$ cat config.mk
export PLATFORM = sky130hd
export DESIGN_NAME = serial_led_fader_pwm_top
export DESIGN_NICKNAME = d
export VERILOG_FILES = /design/src/design/slfp_pkg.sv /design/src/design/slfp_front.sv /design/src/design/slfp_queue.sv /design/src/design/slfp_back.sv /design/src/design/serial_led_fader_pwm_top.sv
export SDC_FILE = /design/constraint.sdc
export NUM_CORES = 1
export LEC_CHECK = 0
export ABC_AREA = 1
export BUFFER_PORTS_ARGS = -buffer_cell sky130_fd_sc_hd__clkbuf_2
export CELL_PAD_IN_SITES_DETAIL_PLACEMENT = 1
export CELL_PAD_IN_SITES_GLOBAL_PLACEMENT = 1
export CORE_AREA = 2 2 191 193
export DETAILED_ROUTE_END_ITERATION = 8
export DIE_AREA = 0 0 193 195
export PLACE_DENSITY_LB_ADDON = 0.3
export SLEW_MARGIN = 0
export SYNTH_ARGS = -nofsm -noshare
export SYNTH_HDL_FRONTEND = slang
export SYNTH_SLANG_ARGS = --single-unit
$ cat constraint.sdc
create_clock -name clk -period 4.25 [get_ports clk]
set_input_delay 0.425 -clock clk [delete_from_list [all_inputs] [get_ports clk]]
set_output_delay 0.425 -clock clk [all_outputs]
set_load 0.01 [all_outputs]
$ cat src/design/slfp_pkg.sv
`timescale 1ns / 1ps

package slfp_pkg;

	// Channel count and PWM period
	localparam int CHANNELS  = 6;
	localparam int PWM_STEPS = 255;

	// Width of a channel number, never below one bit
	localparam int CH_W = (CHANNELS > 1) ? $clog2(CHANNELS) : 1;

	// LED mask carries the low six channels only
	localparam int MASK_W = 6;
	localparam int LIT_CH = (CHANNELS < MASK_W) ? CHANNELS : MASK_W;

	// Command queue between front and back
	localparam int QDEPTH = 2;
	localparam int QPTR_W = (QDEPTH > 1) ? $clog2(QDEPTH) : 1;
	localparam int QCNT_W = $clog2(QDEPTH + 1);

	// Serial protocol bytes
	localparam logic [7:0] SYNC_BYTE   = 8'd255;
	localparam logic [7:0] CODE_TARGET = 8'd100;
	localparam logic [7:0] CODE_DELAY  = 8'd110;
	localparam logic [7:0] CODE_CLEAR  = 8'd120;

	// Input operations
	localparam logic OP_BYTE = 1'b0;
	localparam logic OP_TICK = 1'b1;

	// Parser position within a three-byte command
	typedef enum logic [1:0] {
		PS_IDLE  = 2'd0,
		PS_CODE  = 2'd1,
		PS_VALUE = 2'd2,
		PS_DONE  = 2'd3
	} parse_state_t;

	// Work that the back end carries out for one accepted word
	typedef enum logic [2:0] {
		CMD_NONE   = 3'd0,
		CMD_DONE   = 3'd1,
		CMD_TARGET = 3'd2,
		CMD_DELAY  = 3'd3,
		CMD_CLEAR  = 3'd4,
		CMD_TICK   = 3'd5
	} cmd_kind_t;

	typedef struct packed {
		cmd_kind_t       kind;
		logic [CH_W-1:0] ch;
		logic [7:0]      value;
	} cmd_t;

endpackage

$ cat src/design/slfp_front.sv
`timescale 1ns / 1ps

module slfp_front (
	input  logic          clk,
	input  logic          arst_n,
	input  logic          in_valid,
	output logic          in_ready,
	input  logic          op,
	input  logic [7:0]    rx_byte,
	input  logic          q_ready,
	output logic          push,
	output slfp_pkg::cmd_t cmd
);

	slfp_pkg::parse_state_t state_q, state_nxt;
	logic [7:0] code_q;
	logic       is_target;
	logic       is_delay;

	// Accept a word whenever the queue has room
	assign in_ready = q_ready;
	assign push     = in_valid & q_ready;

	// Hold parser position and command code
	always_ff @(posedge clk or negedge arst_n) begin
		if (!arst_n) begin
			state_q <= slfp_pkg::PS_IDLE;
			code_q  <= '0;
		end else if (push && op == slfp_pkg::OP_BYTE) begin
			state_q <= state_nxt;
			if (rx_byte != slfp_pkg::SYNC_BYTE && state_q == slfp_pkg::PS_CODE) begin
				code_q <= rx_byte;
			end
		end
	end

	// Advance the parser; a sync byte always restarts it
	always_comb begin
		state_nxt = state_q;
		if (rx_byte == slfp_pkg::SYNC_BYTE) begin
			state_nxt = slfp_pkg::PS_CODE;
		end else begin
			unique case (state_q)
				slfp_pkg::PS_IDLE:  state_nxt = slfp_pkg::PS_IDLE;
				slfp_pkg::PS_CODE:  state_nxt = slfp_pkg::PS_VALUE;
				slfp_pkg::PS_VALUE: state_nxt = slfp_pkg::PS_DONE;
				slfp_pkg::PS_DONE:  state_nxt = slfp_pkg::PS_DONE;
				default:            state_nxt = slfp_pkg::PS_IDLE;
			endcase
		end
	end

	// Decode the stored code
	assign is_target = (code_q >= slfp_pkg::CODE_TARGET) &&
		(code_q < slfp_pkg::CODE_TARGET + 8'(slfp_pkg::CHANNELS));
	assign is_delay  = (code_q >= slfp_pkg::CODE_DELAY) &&
		(code_q < slfp_pkg::CODE_DELAY + 8'(slfp_pkg::CHANNELS));

	// Classify the word for the back end
	always_comb begin
		cmd.kind  = slfp_pkg::CMD_NONE;
		cmd.ch    = '0;
		cmd.value = rx_byte;
		if (op == slfp_pkg::OP_TICK) begin
			cmd.kind = slfp_pkg::CMD_TICK;
		end else if (rx_byte != slfp_pkg::SYNC_BYTE && state_q == slfp_pkg::PS_VALUE) begin
			priority if (is_target) begin
				cmd.kind = slfp_pkg::CMD_TARGET;
				cmd.ch   = slfp_pkg::CH_W'(code_q - slfp_pkg::CODE_TARGET);
			end else if (is_delay) begin
				cmd.kind = slfp_pkg::CMD_DELAY;
				cmd.ch   = slfp_pkg::CH_W'(code_q - slfp_pkg::CODE_DELAY);
			end else if (code_q == slfp_pkg::CODE_CLEAR) begin
				cmd.kind = slfp_pkg::CMD_CLEAR;
			end else begin
				cmd.kind = slfp_pkg::CMD_DONE;
			end
		end
	end

endmodule

$ cat src/design/slfp_queue.sv
`timescale 1ns / 1ps

module slfp_queue (
	input  logic           clk,
	input  logic           arst_n,
	input  logic           push,
	input  slfp_pkg::cmd_t wr_cmd,
	output logic           q_ready,
	input  logic           pop,
	output logic           q_valid,
	output slfp_pkg::cmd_t rd_cmd
);

	slfp_pkg::cmd_t                 mem_q [slfp_pkg::QDEPTH];
	logic [slfp_pkg::QPTR_W-1:0]    wr_ptr_q;
	logic [slfp_pkg::QPTR_W-1:0]    rd_ptr_q;
	logic [slfp_pkg::QCNT_W-1:0]    count_q;

	assign q_ready = count_q != slfp_pkg::QCNT_W'(slfp_pkg::QDEPTH);
	assign q_valid = count_q != '0;
	assign rd_cmd  = mem_q[rd_ptr_q];

	// Store pushed words
	always_ff @(posedge clk) begin
		if (push) begin
			mem_q[wr_ptr_q] <= wr_cmd;
		end
	end

	// Advance pointers and occupancy
	always_ff @(posedge clk or negedge arst_n) begin
		if (!arst_n) begin
			wr_ptr_q <= '0;
			rd_ptr_q <= '0;
			count_q  <= '0;
		end else begin
			if (push) begin
				wr_ptr_q <= (wr_ptr_q == slfp_pkg::QPTR_W'(slfp_pkg::QDEPTH - 1)) ?
					'0 : wr_ptr_q + 1'b1;
			end
			if (pop) begin
				rd_ptr_q <= (rd_ptr_q == slfp_pkg::QPTR_W'(slfp_pkg::QDEPTH - 1)) ?
					'0 : rd_ptr_q + 1'b1;
			end
			unique case ({push, pop})
				2'b10:   count_q <= count_q + 1'b1;
				2'b01:   count_q <= count_q - 1'b1;
				default: count_q <= count_q;
			endcase
		end
	end

endmodule

$ cat src/design/slfp_back.sv
`timescale 1ns / 1ps

module slfp_back (
	input  logic                        clk,
	input  logic                        arst_n,
	input  logic                        q_valid,
	input  slfp_pkg::cmd_t              cmd,
	output logic                        pop,
	output logic                        out_valid,
	input  logic                        out_ready,
	output logic [slfp_pkg::MASK_W-1:0] led_mask,
	output logic [7:0]                  pwm_phase,
	output logic                        period_end,
	output logic                        command_done
);

	localparam int CH = slfp_pkg::CHANNELS;

	// Channel state
	logic [7:0] level_q  [CH];
	logic [7:0] target_q [CH];
	logic [7:0] delay_q  [CH];
	logic [7:0] wait_q   [CH];
	logic [7:0] phase_q;

	logic [7:0] level_nxt  [CH];
	logic [7:0] target_nxt [CH];
	logic [7:0] delay_nxt  [CH];
	logic [7:0] wait_nxt   [CH];
	logic [7:0] phase_nxt;
	logic [7:0] wait_dec   [CH];
	logic [8:0] phase_inc;
	logic       wrapped;
	logic       done;
	logic [slfp_pkg::MASK_W-1:0] mask;

	logic                        out_valid_q;
	logic [slfp_pkg::MASK_W-1:0] mask_q;
	logic [7:0]                  phase_out_q;
	logic                        wrap_q;
	logic                        done_q;

	// Take the next word when the output register is free or draining
	assign pop = q_valid && (!out_valid_q || out_ready);

	assign phase_inc = {1'b0, phase_q} + 9'd1;

	// Carry out one word
	always_comb begin
		phase_nxt = phase_q;
		wrapped   = 1'b0;
		done      = 1'b0;
		for (int n = 0; n < CH; n++) begin
			level_nxt[n]  = level_q[n];
			target_nxt[n] = target_q[n];
			delay_nxt[n]  = delay_q[n];
			wait_nxt[n]   = wait_q[n];
			wait_dec[n]   = (wait_q[n] != '0) ? wait_q[n] - 8'd1 : 8'd0;
		end
		unique case (cmd.kind)
			slfp_pkg::CMD_NONE: begin
			end
			slfp_pkg::CMD_DONE: begin
				done = 1'b1;
			end
			slfp_pkg::CMD_TARGET: begin
				done = 1'b1;
				for (int n = 0; n < CH; n++) begin
					if (cmd.ch == slfp_pkg::CH_W'(n)) begin
						target_nxt[n] = cmd.value;
					end
				end
			end
			slfp_pkg::CMD_DELAY: begin
				done = 1'b1;
				for (int n = 0; n < CH; n++) begin
					if (cmd.ch == slfp_pkg::CH_W'(n)) begin
						delay_nxt[n] = cmd.value;
					end
				end
			end
			slfp_pkg::CMD_CLEAR: begin
				done = 1'b1;
				for (int n = 0; n < CH; n++) begin
					target_nxt[n] = '0;
					delay_nxt[n]  = '0;
					level_nxt[n]  = '0;
				end
			end
			slfp_pkg::CMD_TICK: begin
				if (phase_inc >= 9'(slfp_pkg::PWM_STEPS)) begin
					phase_nxt = '0;
					wrapped   = 1'b1;
					// Fade step on every channel
					for (int n = 0; n < CH; n++) begin
						wait_nxt[n] = wait_dec[n];
						if (level_q[n] != target_q[n] && wait_dec[n] == '0) begin
							wait_nxt[n]  = delay_q[n];
							level_nxt[n] = (level_q[n] > target_q[n]) ?
								level_q[n] - 8'd1 : level_q[n] + 8'd1;
						end
					end
				end else begin
					phase_nxt = phase_inc[7:0];
				end
			end
			default: begin
			end
		endcase
	end

	// Light each channel while the phase is below its level
	always_comb begin
		mask = '0;
		for (int n = 0; n < slfp_pkg::LIT_CH; n++) begin
			mask[n] = phase_nxt < level_nxt[n];
		end
	end

	// Update channel state
	always_ff @(posedge clk or negedge arst_n) begin
		if (!arst_n) begin
			phase_q <= '0;
			for (int n = 0; n < CH; n++) begin
				level_q[n]  <= '0;
				target_q[n] <= '0;
				delay_q[n]  <= '0;
				wait_q[n]   <= '0;
			end
		end else if (pop) begin
			phase_q <= phase_nxt;
			for (int n = 0; n < CH; n++) begin
				level_q[n]  <= level_nxt[n];
				target_q[n] <= target_nxt[n];
				delay_q[n]  <= delay_nxt[n];
				wait_q[n]   <= wait_nxt[n];
			end
		end
	end

	// Output register valid flag
	always_ff @(posedge clk or negedge arst_n) begin
		if (!arst_n) begin
			out_valid_q <= 1'b0;
		end else if (pop) begin
			out_valid_q <= 1'b1;
		end else if (out_ready) begin
			out_valid_q <= 1'b0;
		end
	end

	// Output register payload
	always_ff @(posedge clk) begin
		if (pop) begin
			mask_q      <= mask;
			phase_out_q <= phase_nxt;
			wrap_q      <= wrapped;
			done_q      <= done;
		end
	end

	assign out_valid    = out_valid_q;
	assign led_mask     = mask_q;
	assign pwm_phase    = phase_out_q;
	assign period_end   = wrap_q;
	assign command_done = done_q;

`ifndef SYNTHESIS
	a_tick_or_byte: assert property (@(posedge clk) disable iff (!arst_n)
		out_valid_q |-> !(wrap_q && done_q))
		else $error("period end and command done in one word");

	a_phase_range: assert property (@(posedge clk) disable iff (!arst_n)
		out_valid_q |-> (phase_out_q < 8'(slfp_pkg::PWM_STEPS)))
		else $error("phase out of range");

	a_wrap_zero: assert property (@(posedge clk) disable iff (!arst_n)
		(out_valid_q && wrap_q) |-> (phase_out_q == '0))
		else $error("period end with nonzero phase");

	a_phase_tracks: assert property (@(posedge clk) disable iff (!arst_n)
		pop |=> (phase_q == phase_out_q))
		else $error("output phase differs from held phase");
`endif

endmodule

$ cat src/design/serial_led_fader_pwm_top.sv
`timescale 1ns / 1ps

// Six-channel LED dimmer with per-channel fade. Each input word is either a
// serial byte (op 0) or a PWM tick (op 1); every word yields exactly one
// result word carrying the LED mask, the phase, a period-end flag and a
// command-done flag. Commands are sync 255, code, value: codes 100-105 set a
// target level, 110-115 a fade delay, 120 clears targets, delays and levels.
// A front end parses bytes and pushes one classified command per word into a
// two-entry queue; a back end applies it to the channel state and loads an
// output register. Throughput is one word per clock while out_ready is high;
// a stalled output register holds back the queue and then the input.
// No clearing pass after reset.

module serial_led_fader_pwm_top (
	input  logic                        clk,
	input  logic                        arst_n,
	input  logic                        in_valid,
	output logic                        in_ready,
	input  logic                        op,
	input  logic [7:0]                  rx_byte,
	output logic                        out_valid,
	input  logic                        out_ready,
	output logic [slfp_pkg::MASK_W-1:0] led_mask,
	output logic [7:0]                  pwm_phase,
	output logic                        period_end,
	output logic                        command_done
);

	slfp_pkg::cmd_t front_cmd;
	slfp_pkg::cmd_t back_cmd;
	logic           push;
	logic           pop;
	logic           q_ready;
	logic           q_valid;

	slfp_front u_front (
		.clk      (clk),
		.arst_n   (arst_n),
		.in_valid (in_valid),
		.in_ready (in_ready),
		.op       (op),
		.rx_byte  (rx_byte),
		.q_ready  (q_ready),
		.push     (push),
		.cmd      (front_cmd)
	);

	slfp_queue u_queue (
		.clk     (clk),
		.arst_n  (arst_n),
		.push    (push),
		.wr_cmd  (front_cmd),
		.q_ready (q_ready),
		.pop     (pop),
		.q_valid (q_valid),
		.rd_cmd  (back_cmd)
	);

	slfp_back u_back (
		.clk          (clk),
		.arst_n       (arst_n),
		.q_valid      (q_valid),
		.cmd          (back_cmd),
		.pop          (pop),
		.out_valid    (out_valid),
		.out_ready    (out_ready),
		.led_mask     (led_mask),
		.pwm_phase    (pwm_phase),
		.period_end   (period_end),
		.command_done (command_done)
	);

endmodule

# [After elaboration in Yosys (flattened, before gate mapping)]
# Memories as Yosys holds them, arrays and structs flattened.
# Index checks and enable logic that the tools add are counted.
[totals] ff_bits=231 mem_bits_rw=28 in_bits=13 out_inout_bits=18 memories=1
[memory_table] name="u_queue.mem_q" words=2 width=14 rd=1 rd_ports_with_merged_regs=0 wr=1 line="slfp_queue.sv:14" source="slfp_pkg::cmd_t mem_q [slfp_pkg::QDEPTH];"
[op_classes] addsub=25 order_cmp=17 eq_ne=37 mux=54 bitwise_logic=2 reduce_logical=49
[op_table] operator="48-bit case mux with 2 select lines" count=3
[op_table] operator="8-bit 2-to-1 mux" count=32
[op_table] operator="8-bit by 1-bit subtractor with 8-bit output, second input constant" count=12
[op_table] operator="8-bit by 1-bit adder with 8-bit output, second input constant" count=6
[op_table] operator="8-bit > comparator" count=6
[op_table] operator="8-bit zero test" count=6
[op_table] operator="8-bit < comparator" count=6
[op_table] operator="48-bit 2-to-1 mux" count=1
[op_table] operator="8-bit != test" count=6
[op_table] operator="8-bit nonzero test" count=6
[op_table] operator="3-bit AND reduction" count=13
[op_table] operator="2-bit by 1-bit != test with 1-bit output, second input constant" count=12
[op_table] operator="8-bit by 7-bit greater-or-equal comparator with 1-bit output, second input constant" count=2
[op_table] operator="8-bit by 7-bit < comparator with 1-bit output, second input constant" count=2
[op_table] operator="3-bit 2-to-1 mux" count=5
[op_table] operator="3-bit by 2-bit == test with 1-bit output, second input constant" count=4
[op_table] operator="3-bit == test, second input constant" count=4
[op_table] operator="1-bit logical AND" count=12
[op_table] operator="6-bit 2-to-1 mux" count=2
[op_table] operator="2-bit nonzero test" count=5
[op_table] operator="8-bit by 1-bit adder with 9-bit output, second input constant" count=1
[op_table] operator="9-bit by 8-bit greater-or-equal comparator with 1-bit output, second input constant" count=1
[op_table] operator="8-bit by 7-bit == test with 1-bit output, second input constant" count=1
[op_table] operator="8-bit == test, second input constant" count=1
[op_table] operator="other kinds (22)" count=35

# [Depth between registers and ports, before layout]
# Gate-level depths: netlist of the first run.
[depth] depth_word=8 ltp_mapped=26 ltp_nobuf=26

# [Modules after synthesis]
# A second synthesis of the first run with hierarchy kept.
[hier_totals] hier_cells=2208 area_unflattened_um2=16951.3
[by_module_without_submodules] mod="slfp_back" instances=1 cells_per_inst=2007 area_per_inst_um2=14933.1 seq_area_each_um2=5510.3
[by_module_without_submodules] mod="slfp_queue" instances=1 cells_per_inst=97 area_per_inst_um2=1257.5 seq_area_each_um2=940.9
[by_module_without_submodules] mod="slfp_front" instances=1 cells_per_inst=104 area_per_inst_um2=760.7 seq_area_each_um2=250.2

# [Worst setup path after synthesis of the first run]
# No wires, ideal clock.
[synth_timing] path_type="reg-to-reg" start="reg u_back.level_q[3] (netlist name)" end="reg u_back.mask_q, in the netlist u_back.led_mask[5], data pin" arrival_ns=3.094 slack_ns=0.897 stages_incl_launch_ff=23 path_buffers=0 period_less_slack_ns=3.353 path_cell_list="dfrtp_1 > ha_1 > a21oi_1 > nand2_1 > o21ai_0 > o211ai_1 > nand2_1 > inv_1 > ha_1 > nand2_1 > nor2_1 > a211oi_1 > nor2_1 > o21ai_0 > nand2_1 > xnor2_1 > nand2_1 > nand2_1 > o2bb2ai_1 > ha_1 > nand2_1 > o21ai_0 > a21oi_1"
[synth_via] elab_chain_cells=6
[synth_rtl] item="start: declaration" line="slfp_back.sv:20" source="logic [7:0] level_q [CH];"
[synth_rtl] item="start signal: indexed assignment" line="slfp_back.sv:133" source="level_q[n] <= level_nxt[n];"
[synth_rtl] item="8-bit by 1-bit adder with 8-bit output (tied with other cells)" line="slfp_back.sv:100" source="level_q[n] - 8'd1 : level_q[n] + 8'd1;"
[synth_rtl] item="8-bit 2-to-1 mux / 1-bit logical AND (equally long branches)" line="slfp_back.sv:99, slfp_back.sv:97"
[synth_rtl] item="8-bit 2-to-1 mux" line="slfp_back.sv:97" source="if (level_q[n] != target_q[n] && wait_dec[n] == '0) begin"
[synth_rtl] item="48-bit 2-to-1 mux" line="slfp_back.sv:91" source="if (phase_inc >= 9'(slfp_pkg::PWM_STEPS)) begin"
[synth_rtl] item="48-bit case mux with 2 select lines *" line="slfp_back.sv:60" source="unique case (cmd.kind)"
[synth_rtl] item="8-bit < comparator *" line="slfp_back.sv:116" source="mask[n] = phase_nxt < level_nxt[n];"
[synth_rtl] item="named net u_back.mask (one bit)" line="slfp_back.sv:35" source="logic [slfp_pkg::MASK_W-1:0] mask;"
[synth_rtl] item="end signal: assignment" line="slfp_back.sv:155" source="mask_q <= mask;"
[synth_rtl] item="end: declaration" line="slfp_back.sv:38" source="logic [slfp_pkg::MASK_W-1:0] mask_q;"
# Mark *: on every way through the listed nets, which the timed path passes. The rest lies on a longest branch.
# A chain may end at the register's enable or synchronous reset.

# [Worst setup path after layout of the first run]
[layout_timing] start="reg u_back.level_q[45] (netlist name)" end="reg u_back.mask_q, in the netlist u_back.led_mask[0], data pin"
# Same word-level chain as after synthesis.

==> results of run 1 <==
report_power, final:
group / switching [mW] / internal (mW) / total (mW) / leakage [nW]
Clock: 1.17 / 1.81 / 2.99 / 0.558
Sequential: 0.589 / 3.39 / 3.97 / 3.14
Combinational: 4.61 / 2.30 / 6.91 / 5.24
Total: 6.38 / 7.49 / 13.9 / 8.94
how the worst max path moves through the flow:
stage	slack, ps	cells past startpoint	endpoint	from
floorplan	900	22	u_back.led_mask[5]	u_back.level_q[3]
global placement	330	22	u_back.led_mask[2]	u_back.level_q[31]
detailed placement	70	22	u_back.led_mask[2]	u_back.level_q[31]
CTS	40	22	u_back.led_mask[2]	u_back.level_q[31]
global route	-50	22	u_back.led_mask[2]	u_back.level_q[31]
finish	340	22	u_back.led_mask[0]	u_back.level_q[45]
metrics by stage:
stage               power, mW  TNS, ps  area, um^2
floorplan                8.52        0       16500
global placement         10.3        0       17300
detailed placement       10.8        0       17300
CTS                      13.9        0       18500
global route             15.1    -53.3       18500
finish                   13.9        0       18500
routing by layer:
| metal | vias to the layer above | track usage |
|---|---|---|
| li1 | 7253 | - |
| met1 | 7339 | 0.335 |
| met2 | 225 | 0.474 |
| met3 | 94 | 0.0329 |
| met4 | 0 | 0.0960 |
| met5 | - | 0 |
cells in the final DEF, fill, tap and decap left out, types with 4 or more instances in the layout:
master / Yosys / layout
xor2_1: 20 / 20
o21ai_0: 251 / 249
inv_2: 5 / 9
nand2_4: 6 / 6
clkbuf_1: 35 / 5
o211ai_1: 22 / 22
clkbuf_16: 0 / 34
xnor2_1: 15 / 15
nand4_1: 22 / 22
ha_1: 142 / 141
o22ai_1: 4 / 4
inv_1: 260 / 256
buf_4: 4 / 43
nand3_1: 107 / 107
a21oi_1: 98 / 97
clkbuf_2: 0 / 29
nor3_1: 9 / 9
nand2_1: 669 / 668
clkinv_2: 0 / 6
a22oi_1: 5 / 5
edfxtp_1: 44 / 44
o21ai_1: 49 / 51
nor2_1: 134 / 134
dfrtp_1: 215 / 215
fa_1: 6 / 6
or2_2: 5 / 5
bufinv_16: 0 / 5
layout make-up:
type	instances	area, um^2	share of cell area
clock inverters	22	270	0.0146
flip-flops and latches	259	6700	0.362
clock buffers	40	883	0.0477
well taps	461	577	0.0311
inverters	266	998	0.0539
multi-input cells	1596	8550	0.461
repair buffers	77	553	0.0298
what timing repair did:
item,4_1_cts,5_1_grt
hold buffers,1,0
buffers inserted,0,1
endpoints found under the setup margin,0,5
endpoints found under the hold margin,85,0
gates resized for setup,0,9
worst max-delay path: stages (launching register included):
cell and delay [ps]:
dfrtp_1 440, ha_1 320, nand2_1 60, nor2_1 130
nand4_1 270, nand2_2 190, inv_1 140, ha_1 380
nand3_1 90, nand3_1 110, a21oi_1 90, o21bai_1 200
nand2_1 70, a21oi_1 170, nor2_1 60, nand2_1 80
nand3_1 70, nand2_1 70, nand3_1 90, ha_1 310
nand2_1 70, o21ai_0 170, a21oi_1 60
state kept, by name, indices dropped and copies added, names as in the netlist:
| signal | cells |
|---|---|
| u_back.command_done | 1 |
| u_back.delay_q | 48 |
| u_back.led_mask | 6 |
| u_back.level_q | 48 |
| u_back.out_valid | 1 |
| u_back.period_end | 1 |
| u_back.phase_q | 8 |
| u_back.pwm_phase | 8 |
| u_back.target_q | 48 |
| u_back.wait_q | 48 |
| u_front.code_q | 8 |
| u_front.state_q | 2 |
| u_queue.count_q | 2 |
| u_queue.mem_q | 28 |
| u_queue.rd_ptr_q | 1 |
| u_queue.wr_ptr_q | 1 |
logic make-up (layout without fill, tap and decap cells):
| group | after synthesis | in the layout | synth area share |
|---|---|---|---|
| simple gates | 962 | 962 | 0.237 |
| compound gates | 450 | 450 | 0.145 |
| buf+inv | 332 | 405 | 0.0788 |
| flops | 259 | 259 | 0.406 |
| fa+ha+maj | 148 | 148 | 0.115 |
| xor+xnor | 35 | 35 | 0.0186 |
| mux | 1 | 1 | 0.000682 |
==> results.yml, run 1 <==
power:
  p_leak_nw: 8.94
  power_density_nw_per_um2: 748
  vdd_drop_max_mv: 0.773
worst_setup_path:
  start_kind: "flop"
  endpoint_kind: "flop"
  r2r_cells: 22
  r2r_end: "u_back.led_mask[0]"
  worstPathMaxFanout: 7
  worstPathRequired_ps: 4520
  r2r_start: "u_back.level_q[45]"
  crit_type: "reg2reg"
  critPathArrivalTime_ps: 4190
  ff2ff_setup_slack_ps: 340
cts:
  clk_latency_ps: 530
  htreeDepth: 2
  tritoncts: "done"
  root_buffer: "clkbuf_16"
  cts.sinks: 259
  max-clock-path-buffers: 3
  numCtsBuffers: 34
  clk_pin_slew_ps: 60
synthesis:
  netlist_area_um2: 16500
  synthCells: 2187
  synthTopCellsByArea: "dfrtp_1, nand2_1, ha_1"
  synth_edf_count: 44
  syn_avg_cell_area_um2: 7.55
  ys_ff_latch: 259
  yosys_warnings: 0
  syn_nets: 2348
  yosysTopAreaCell: "dfrtp_1"
  synth_ff_type: "dfrtp_1"
  ys_types: 45
  yosysTopAreaCellShare: 0.326
  synth_common_cells: "nand2_1, inv_1, o21ai_0, dfrtp_1, ha_1"
  ys_async_sr_fraction: 0.830
  yosysSeqAreaShare: 0.406
  synth_most_common_cell: "nand2_1"
sta:
  drv_slew: 0
  clock.fmax_mhz: 256
  holdWs_ps: 93.7
  tightest_slew_ps: 1240
  period_needed_ps: 3910
  clock_skew_ps: 12.1
  hold_viol_final: 0
  setup_viol: 0
  setup_ws_ps: 339
  min_period_over_period: 0.920
  relSlewSlack: 0.172
floorplanning:
  die_area_um2: 37600
  die_h_um: 195
  die_x_um: 193
  std_cell_rows: 69
  initial_utilization: 0.467
  core_um2: 35400
  ios: 31
cells_and_area:
  num_antenna_cells: 0
  final_nets: 2395
  fillers: 4455
  final_util: 0.524
  instances_no_fill: 2721
  drive_gt1_frac: 0.0735
  area_delta_synth_final_pct: 12.2
route:
  m1WireLength_um: 21300
  drt-pass1-iter-count: 5
  highest-signal-layer: "met4"
  viasPerCell: 5.48
  drt_iter0_drc: 666
  met3_length_um: 1530
  drcViolationCount: 0
  routed_wl_um: 48800
  vias: 14911
  final_antenna_net_count: 0
  wl_met2_um: 24300
  wl_per_cell_um: 17.9
placed_design:
  portBuffers: 30
  place.gp.congestion: 0.857
  dp_hpwl_um: 34900
  dp.cells: 2657
  dp_slack_ps: 69.0
global_route:
  grt_first_pass_wirelength_um: 80400
  antenna_found_initial: 0
  grt_pass1_vias: 15760
  grt_use_total: 0.268
  grt_overflow: 0
  grt_max_degree: 97
worst_hold_path:
  worstHoldEndpoint: "u_back.out_valid"
  min_from: "out_ready"
  holdCritPathClass: "in2reg"
  min_path_cells: 2
outcome:
  status: "complete, no violations"
run:
  maxCapViolations: 0
(Power assumes the default switching activity.)
==> run 2, diff against run 1 <==
--- a/config.mk
+++ b/config.mk
@@ -10,9 +10,11 @@
 export CELL_PAD_IN_SITES_DETAIL_PLACEMENT = 1
 export CELL_PAD_IN_SITES_GLOBAL_PLACEMENT = 1
 export CORE_AREA = 2 2 191 193
+export CTS_CLUSTER_SIZE = 30
 export DETAILED_ROUTE_END_ITERATION = 8
 export DIE_AREA = 0 0 193 195
 export PLACE_DENSITY_LB_ADDON = 0.3
+export REMOVE_ABC_BUFFERS = 1
 export SLEW_MARGIN = 0
 export SYNTH_ARGS = -nofsm -noshare
 export SYNTH_HDL_FRONTEND = slang
==> constraint.sdc (replaced) <==
create_clock -name clk -period 4.25 [get_ports clk]
set_input_delay 0 -clock clk [delete_from_list [all_inputs] [get_ports clk]]
set_output_delay 0 -clock clk [all_outputs]
set_load 0.01 [all_outputs]
==> run 2 against run 1 <==
Compared with the run above: final area is essentially flat; critical path type unchanged; highest routed layer unchanged; via count grew 0.50%; largest cell class unchanged; critical path depth is the same.
==> results.yml, run 2 (synthesis results as in run 1) <==
outcome:
  status: "complete, no violations"
cells_and_area:
  drive_gt1_frac: 0.0728
  fillers: 4441
  final_common_cell: "nand2_1"
  final_util: 0.524
  final_cell_mix: "nand2_1, inv_1, o21ai_0"
  multiInputGateArea_um2: 8540
  final_nets: 2402
  regArea_um2: 6700
  design_area_um2: 18500
  area_delta_synth_final_pct: 12.2
  num_antenna_cells: 0
floorplanning:
  die_x_um: 193
  die_area_um2: 37600
  initial_utilization: 0.467
  core_um2: 35400
  std_cell_rows: 69
  die_h_um: 195
  ios: 31
sta:
  hold_viol_final: 0
  period_needed_ps: 3910
  tightest_slew_ps: 967
  clock_skew_ps: 27.0
  clock.fmax_mhz: 255
  setup_viol: 0
  drv_slew: 0
  relSlewSlack: 0.355
  min_period_over_period: 0.921
route:
  drcViolationCount: 0
  viasPerCell: 5.50
  routed_wl_um: 49300
  wl_per_cell_um: 18.1
  drt_iter0_drc: 682
  final_antenna_net_count: 0
  vias: 14985
  drt-pass1-iter-count: 5
cts:
  tritoncts: "done"
  numCtsBuffers: 31
  htreeDepth: 1
  cts.sinks: 259
  max-clock-path-buffers: 3
  clk_latency_ps: 580
  clk_pin_slew_ps: 60
  root_buffer: "clkbuf_16"
power:
  p_leak_nw: 8.93
  power_density_nw_per_um2: 733
  vdd_drop_max_mv: 0.743
  power.total_mw: 13.6
global_route:
  antenna_found_initial: 0
  grt_max_degree: 100
  grt_first_pass_wirelength_um: 81800
  grt_use_total: 0.270
  grt_overflow: 0
  grt_pass1_vias: 16309
worst_setup_path:
  worstPathMaxFanout: 6
  start_kind: "flop"
  critPathArrivalTime_ps: 4230
  worstPathRequired_ps: 4560
  endpoint_kind: "flop"
  crit_type: "reg2reg"
worst_hold_path:
  holdCritPathClass: "in2async"
placed_design:
  portBuffers: 30
  dp_hpwl_um: 35000
  place.gp.congestion: 0.852
  placed_area_um2: 17300
run:
  maxCapViolations: 0
-- run 2: changes by cell type in the layout (fill, tap and decap cells not counted), sizes merged --
cell | previous run | this run
bufinv | 5 | 3
dlygate4sd3 | 1 | 12
buf | 47 | 46
clkinv | 13 | 8
clkinvlp | 3 | 5
-- run 2: worst paths after layout --
path	startpoint	endpoint	slack, ps	cells past startpoint
min	arst_n	u_back.wait_q[29]	60	2
min reg2reg	u_back.delay_q[37]	u_back.delay_q[37]	490	2
max in group asynchronous	arst_n	u_back.target_q[4]	3020	3
max	u_back.level_q[2]	u_back.led_mask[5]	340	22
min in group clk	out_ready	u_back.out_valid	180	3
max reg2reg	u_back.level_q[2]	u_back.led_mask[5]	340	22
-- run 2: critical path, cell delays in order (launching register included) --
cell and delay, ps:
dfrtp_1 450, ha_1 320, nand3_1 130, nor2_1 60, o21ai_0 210, o211ai_1 150
nand2_2 130, inv_2 90, ha_1 340, nand2_1 80, nor2_1 50, a211oi_2 210
nor2_1 100, o21ai_0 200, nand2_1 120, xnor2_1 150, nand2_1 60, nand2_1 50
o2bb2ai_1 160, ha_1 280, nand2_1 60, o21ai_0 180, a21oi_1 80
-- run 2: per-layer routing --
layer | share of wire | vias to the layer above | GRT usage
li1 | - | 7259 | -
met1 | 0.43 | 7410 | 0.333
met2 | 0.50 | 207 | 0.483
met3 | 0.024 | 109 | 0.0259
met4 | 0.045 | 0 | 0.103
met5 | 0 | - | 0
-- run 2: repair_timing --
| action | in CTS | in global routing |
|---|---|---|
| gates resized for setup | 0 | 8 |
| hold buffers | 12 | 0 |
| setup endpoints to repair | 0 | 4 |
| buffers inserted | 0 | 1 |
| endpoints found under the hold margin | 137 | 0 |
-- run 2: through the flow --
stage               TNS [ps]  setup slack (ps)  std cells  hold slack, ps
floorplan            -428580             -4150       2121            -296
global route           -8.03             -8.03       2726             147
finish                     0               336       2726            57.0
global placement           0               341       2656             117
CTS                        0               123       2725             104
detailed placement         0               203       2656             120
-- run 2: power by group --
part | switching (mW) | internal (mW)
registers | 0.541 | 3.39
clock network | 1.13 | 1.64
logic | 4.62 | 2.28
total | 6.28 | 7.30
-- run 2: area by class of cell --
type	count	area share
Inverter	266	0.0539
Clock buffer	40	0.0475
Tap cell	461	0.0311
Multi-Input combinational cell	1596	0.461
Clock inverter	17	0.00958
Timing Repair Buffer	87	0.0354
Sequential cell	259	0.362
==> run 3, diff against run 2 <==
--- a/config.mk
+++ b/config.mk
@@ -7,12 +7,12 @@
 export LEC_CHECK = 0
 export ABC_AREA = 1
 export BUFFER_PORTS_ARGS = -buffer_cell sky130_fd_sc_hd__clkbuf_2
-export CELL_PAD_IN_SITES_DETAIL_PLACEMENT = 1
-export CELL_PAD_IN_SITES_GLOBAL_PLACEMENT = 1
-export CORE_AREA = 2 2 191 193
+export CELL_PAD_IN_SITES_DETAIL_PLACEMENT = 0
+export CELL_PAD_IN_SITES_GLOBAL_PLACEMENT = 2
+export CORE_AREA = 2 2 174 261
 export CTS_CLUSTER_SIZE = 30
 export DETAILED_ROUTE_END_ITERATION = 8
-export DIE_AREA = 0 0 193 195
+export DIE_AREA = 0 0 176 263
 export PLACE_DENSITY_LB_ADDON = 0.3
 export REMOVE_ABC_BUFFERS = 1
 export SLEW_MARGIN = 0
==> constraint.sdc (replaced) <==
create_clock -name clk -period 4.25 [get_ports clk]
set_input_delay 0.425 -clock clk [delete_from_list [all_inputs] [get_ports clk]]
set_output_delay 0.425 -clock clk [all_outputs]
set_load 0.01 [all_outputs]
==> run 3 against run 2 <==
Compared with the run above: flip-flop and latch count did not move; total power fell by 0.36%; critical path type unchanged; via count decreased by 6.1%; clock-buffer cell count increased by 1; critical endpoint is now u_back.led_mask[0]; hold slack worse by 18 ps; die area up 23%; largest power group unchanged; sequential share of layout area is 0.26 points lower; worst setup slack gained 64 ps; sequential power barely moved; fmax is 1.7% higher; non-clock buffer count down 10; critical path depth is the same.
==> results.yml, run 3 (synthesis results as in run 1) <==
route:
  drt_iter0_drc: 619
  drt-pass1-iter-count: 5
  final_antenna_net_count: 0
  drcViolationCount: 0
  routed_wl_um: 45400
  viasPerCell: 4.97
  wl_per_cell_um: 16.0
  vias: 14075
power:
  p_int_mw: 7.52
  pwr-share-clk: 0.221
  switching_share: 0.445
  power_density_nw_per_um2: 725
  power.total_mw: 13.5
  vdd_drop_max_mv: 0.758
  power.switching_mw: 6.02
  pwr-share-comb: 0.488
  seqPwrFrac: 0.290
  p_leak_nw: 8.95
cells_and_area:
  final_cell_mix: "nand2_1, inv_1, o21ai_0"
  drive_gt1_frac: 0.0710
  area_delta_synth_final_pct: 13.0
  final_nets: 2391
  final_common_cell: "nand2_1"
  num_antenna_cells: 0
  fillers: 4503
  final_util: 0.425
worst_setup_path:
  start_kind: "flop"
  r2r_cells: 22
  crit_family: "simple AND/OR/NAND/NOR gates"
  critical-path-top-cell-by-count: "nand2_1"
  worstPathRequired_ps: 4580
  critPathLaunch: "u_back.level_q[47]"
  ff2ff_setup_slack_ps: 400
  worstPathMaxFanout: 7
  crit_buf_inv: 1
  crit_type: "reg2reg"
  critPathArrivalTime_ps: 4180
  path_cells: "ha_1 > nand2_1 > nor2_1 > nand4_1 > nand2_2 > inv_1 > ha_1 > nand3_1 > nand3_1 > a21oi_1 > o21bai_1 > nand2_1 > a21oi_1 > nor2_1 > nand2_1 > nand3_1 > nand2_1 > nand3_1 > ha_1 > nand2_1 > o21ai_0 > a21oi_1"
  crit_slowest_cell: "dfrtp_1"
  r2r_end: "u_back.led_mask[0]"
  slowest_delay_ps: 430
  r2r_start: "u_back.level_q[47]"
  endpoint_kind: "flop"
sta:
  holdWs_ps: 39.0
  clock.fmax_mhz: 260
  setup_viol: 0
  relSlewSlack: 0.193
  tightest_slew_ps: 1210
  drv_slew: 0
  hold_viol_final: 0
  period_needed_ps: 3850
  setup_ws_ps: 399
  rsz0062_at_grt: "no"
  clock_skew_ps: 18.8
  min_period_over_period: 0.906
placed_design:
  place.gp.congestion: 0.842
  dp_slack_ps: 211
  dp_hpwl_um: 32200
  portBuffers: 30
cts:
  clk_latency_ps: 580
  cts.sinks: 259
  max-clock-path-buffers: 3
  numCtsBuffers: 30
  tritoncts: "done"
  htreeDepth: 1
  root_buffer: "clkbuf_16"
  clk_pin_slew_ps: 60
worst_hold_path:
  holdCritPathClass: "in2reg"
  min_path_cells: 2
  min_from: "out_ready"
  worstHoldEndpoint: "u_back.out_valid"
global_route:
  grt_overflow: 0
  grt_use_total: 0.202
  grt_pass1_vias: 14291
  grt_max_degree: 97
  grt_first_pass_wirelength_um: 74500
  antenna_found_initial: 0
floorplanning:
  die_area_um2: 46300
  die_h_um: 263
  ios: 31
  die_x_um: 176
  core_um2: 43900
  std_cell_rows: 94
  initial_utilization: 0.377
outcome:
  status: "complete, no violations"
run:
  maxCapViolations: 0
run 3: cell count changes in the layout (fill, tap and decap cells not counted), sizes merged:
cell / change
inv: -1
clkinvlp: -4
clkbuf: +1
buf: +1
dlygate4sd3: -11
clkinv: -1
bufinv: +4
run 3: final cells by class:
type,count,area (um^2),area share
Clock buffer,41,885,0.0474
Multi-Input combinational cell,1596,8550,0.458
Inverter,266,998,0.0535
Tap cell,576,721,0.0386
Timing Repair Buffer,77,553,0.0296
Sequential cell,259,6700,0.359
Clock inverter,15,260,0.0139
run 3: what timing repair did:
action / 4_1_cts / 5_1_grt
hold buffers: 1 / 0
gates resized for setup: 0 / 4
setup endpoints to repair: 0 / 3
hold endpoints to repair: 90 / 0
buffers inserted: 0 / 2
run 3: layer usage:
layer	global-route usage	part of all wire	vias to the layer above
met1	0.239	0.43	6608
met3	0.0186	0.022	71
met5	0	0	-
met2	0.378	0.52	158
li1	-	-	7238
met4	0.0654	0.027	0
run 3: worst register-to-register path: stages (launching register included):
cell and delay, ps:
dfrtp_1 430, ha_1 310, nand2_1 70, nor2_1 180
nand4_1 200, nand2_2 160, inv_1 150, ha_1 390
nand3_1 110, nand3_1 120, a21oi_1 80, o21bai_1 190
nand2_1 90, a21oi_1 170, nor2_1 60, nand2_1 70
nand3_1 80, nand2_1 70, nand3_1 90, ha_1 310
nand2_1 60, o21ai_0 160, a21oi_1 50
run 3: stage by stage:
stage          std cells  TNS, ps  instance area [um^2]
2_1_floorplan       2121  -428580                 16200
3_3_place_gp        2771        0                 17500
3_5_place_dp        2771        0                 17500
4_1_cts             2828        0                 18600
5_1_grt             2830        0                 18700
6_report            2830        0                 18700
run 3: how the worst max path moves through the flow:
stage | end | slack [ps] | cells after the start
final | u_back.led_mask[0] | 400 | 22
after global routing | u_back.led_mask[0] | 10 | 22
after CTS | u_back.led_mask[2] | 200 | 22
after detailed placement | u_back.led_mask[2] | 210 | 22
after global placement | u_back.led_mask[2] | 200 | 21
after floorplan | u_back.wait_q[21] | -4150 | 7
run 3: power by group through the flow:
stage | Sequential (mW) | Combinational (mW) | Clock, mW
2_1_floorplan | 3.85 | 4.53 | 0
3_3_place_gp | 3.96 | 6.53 | 0
3_5_place_dp | 3.97 | 6.63 | 0
4_1_cts | 3.94 | 6.67 | 3.09
5_1_grt | 4.04 | 7.65 | 3.17
6_report | 3.93 | 6.61 | 3.00
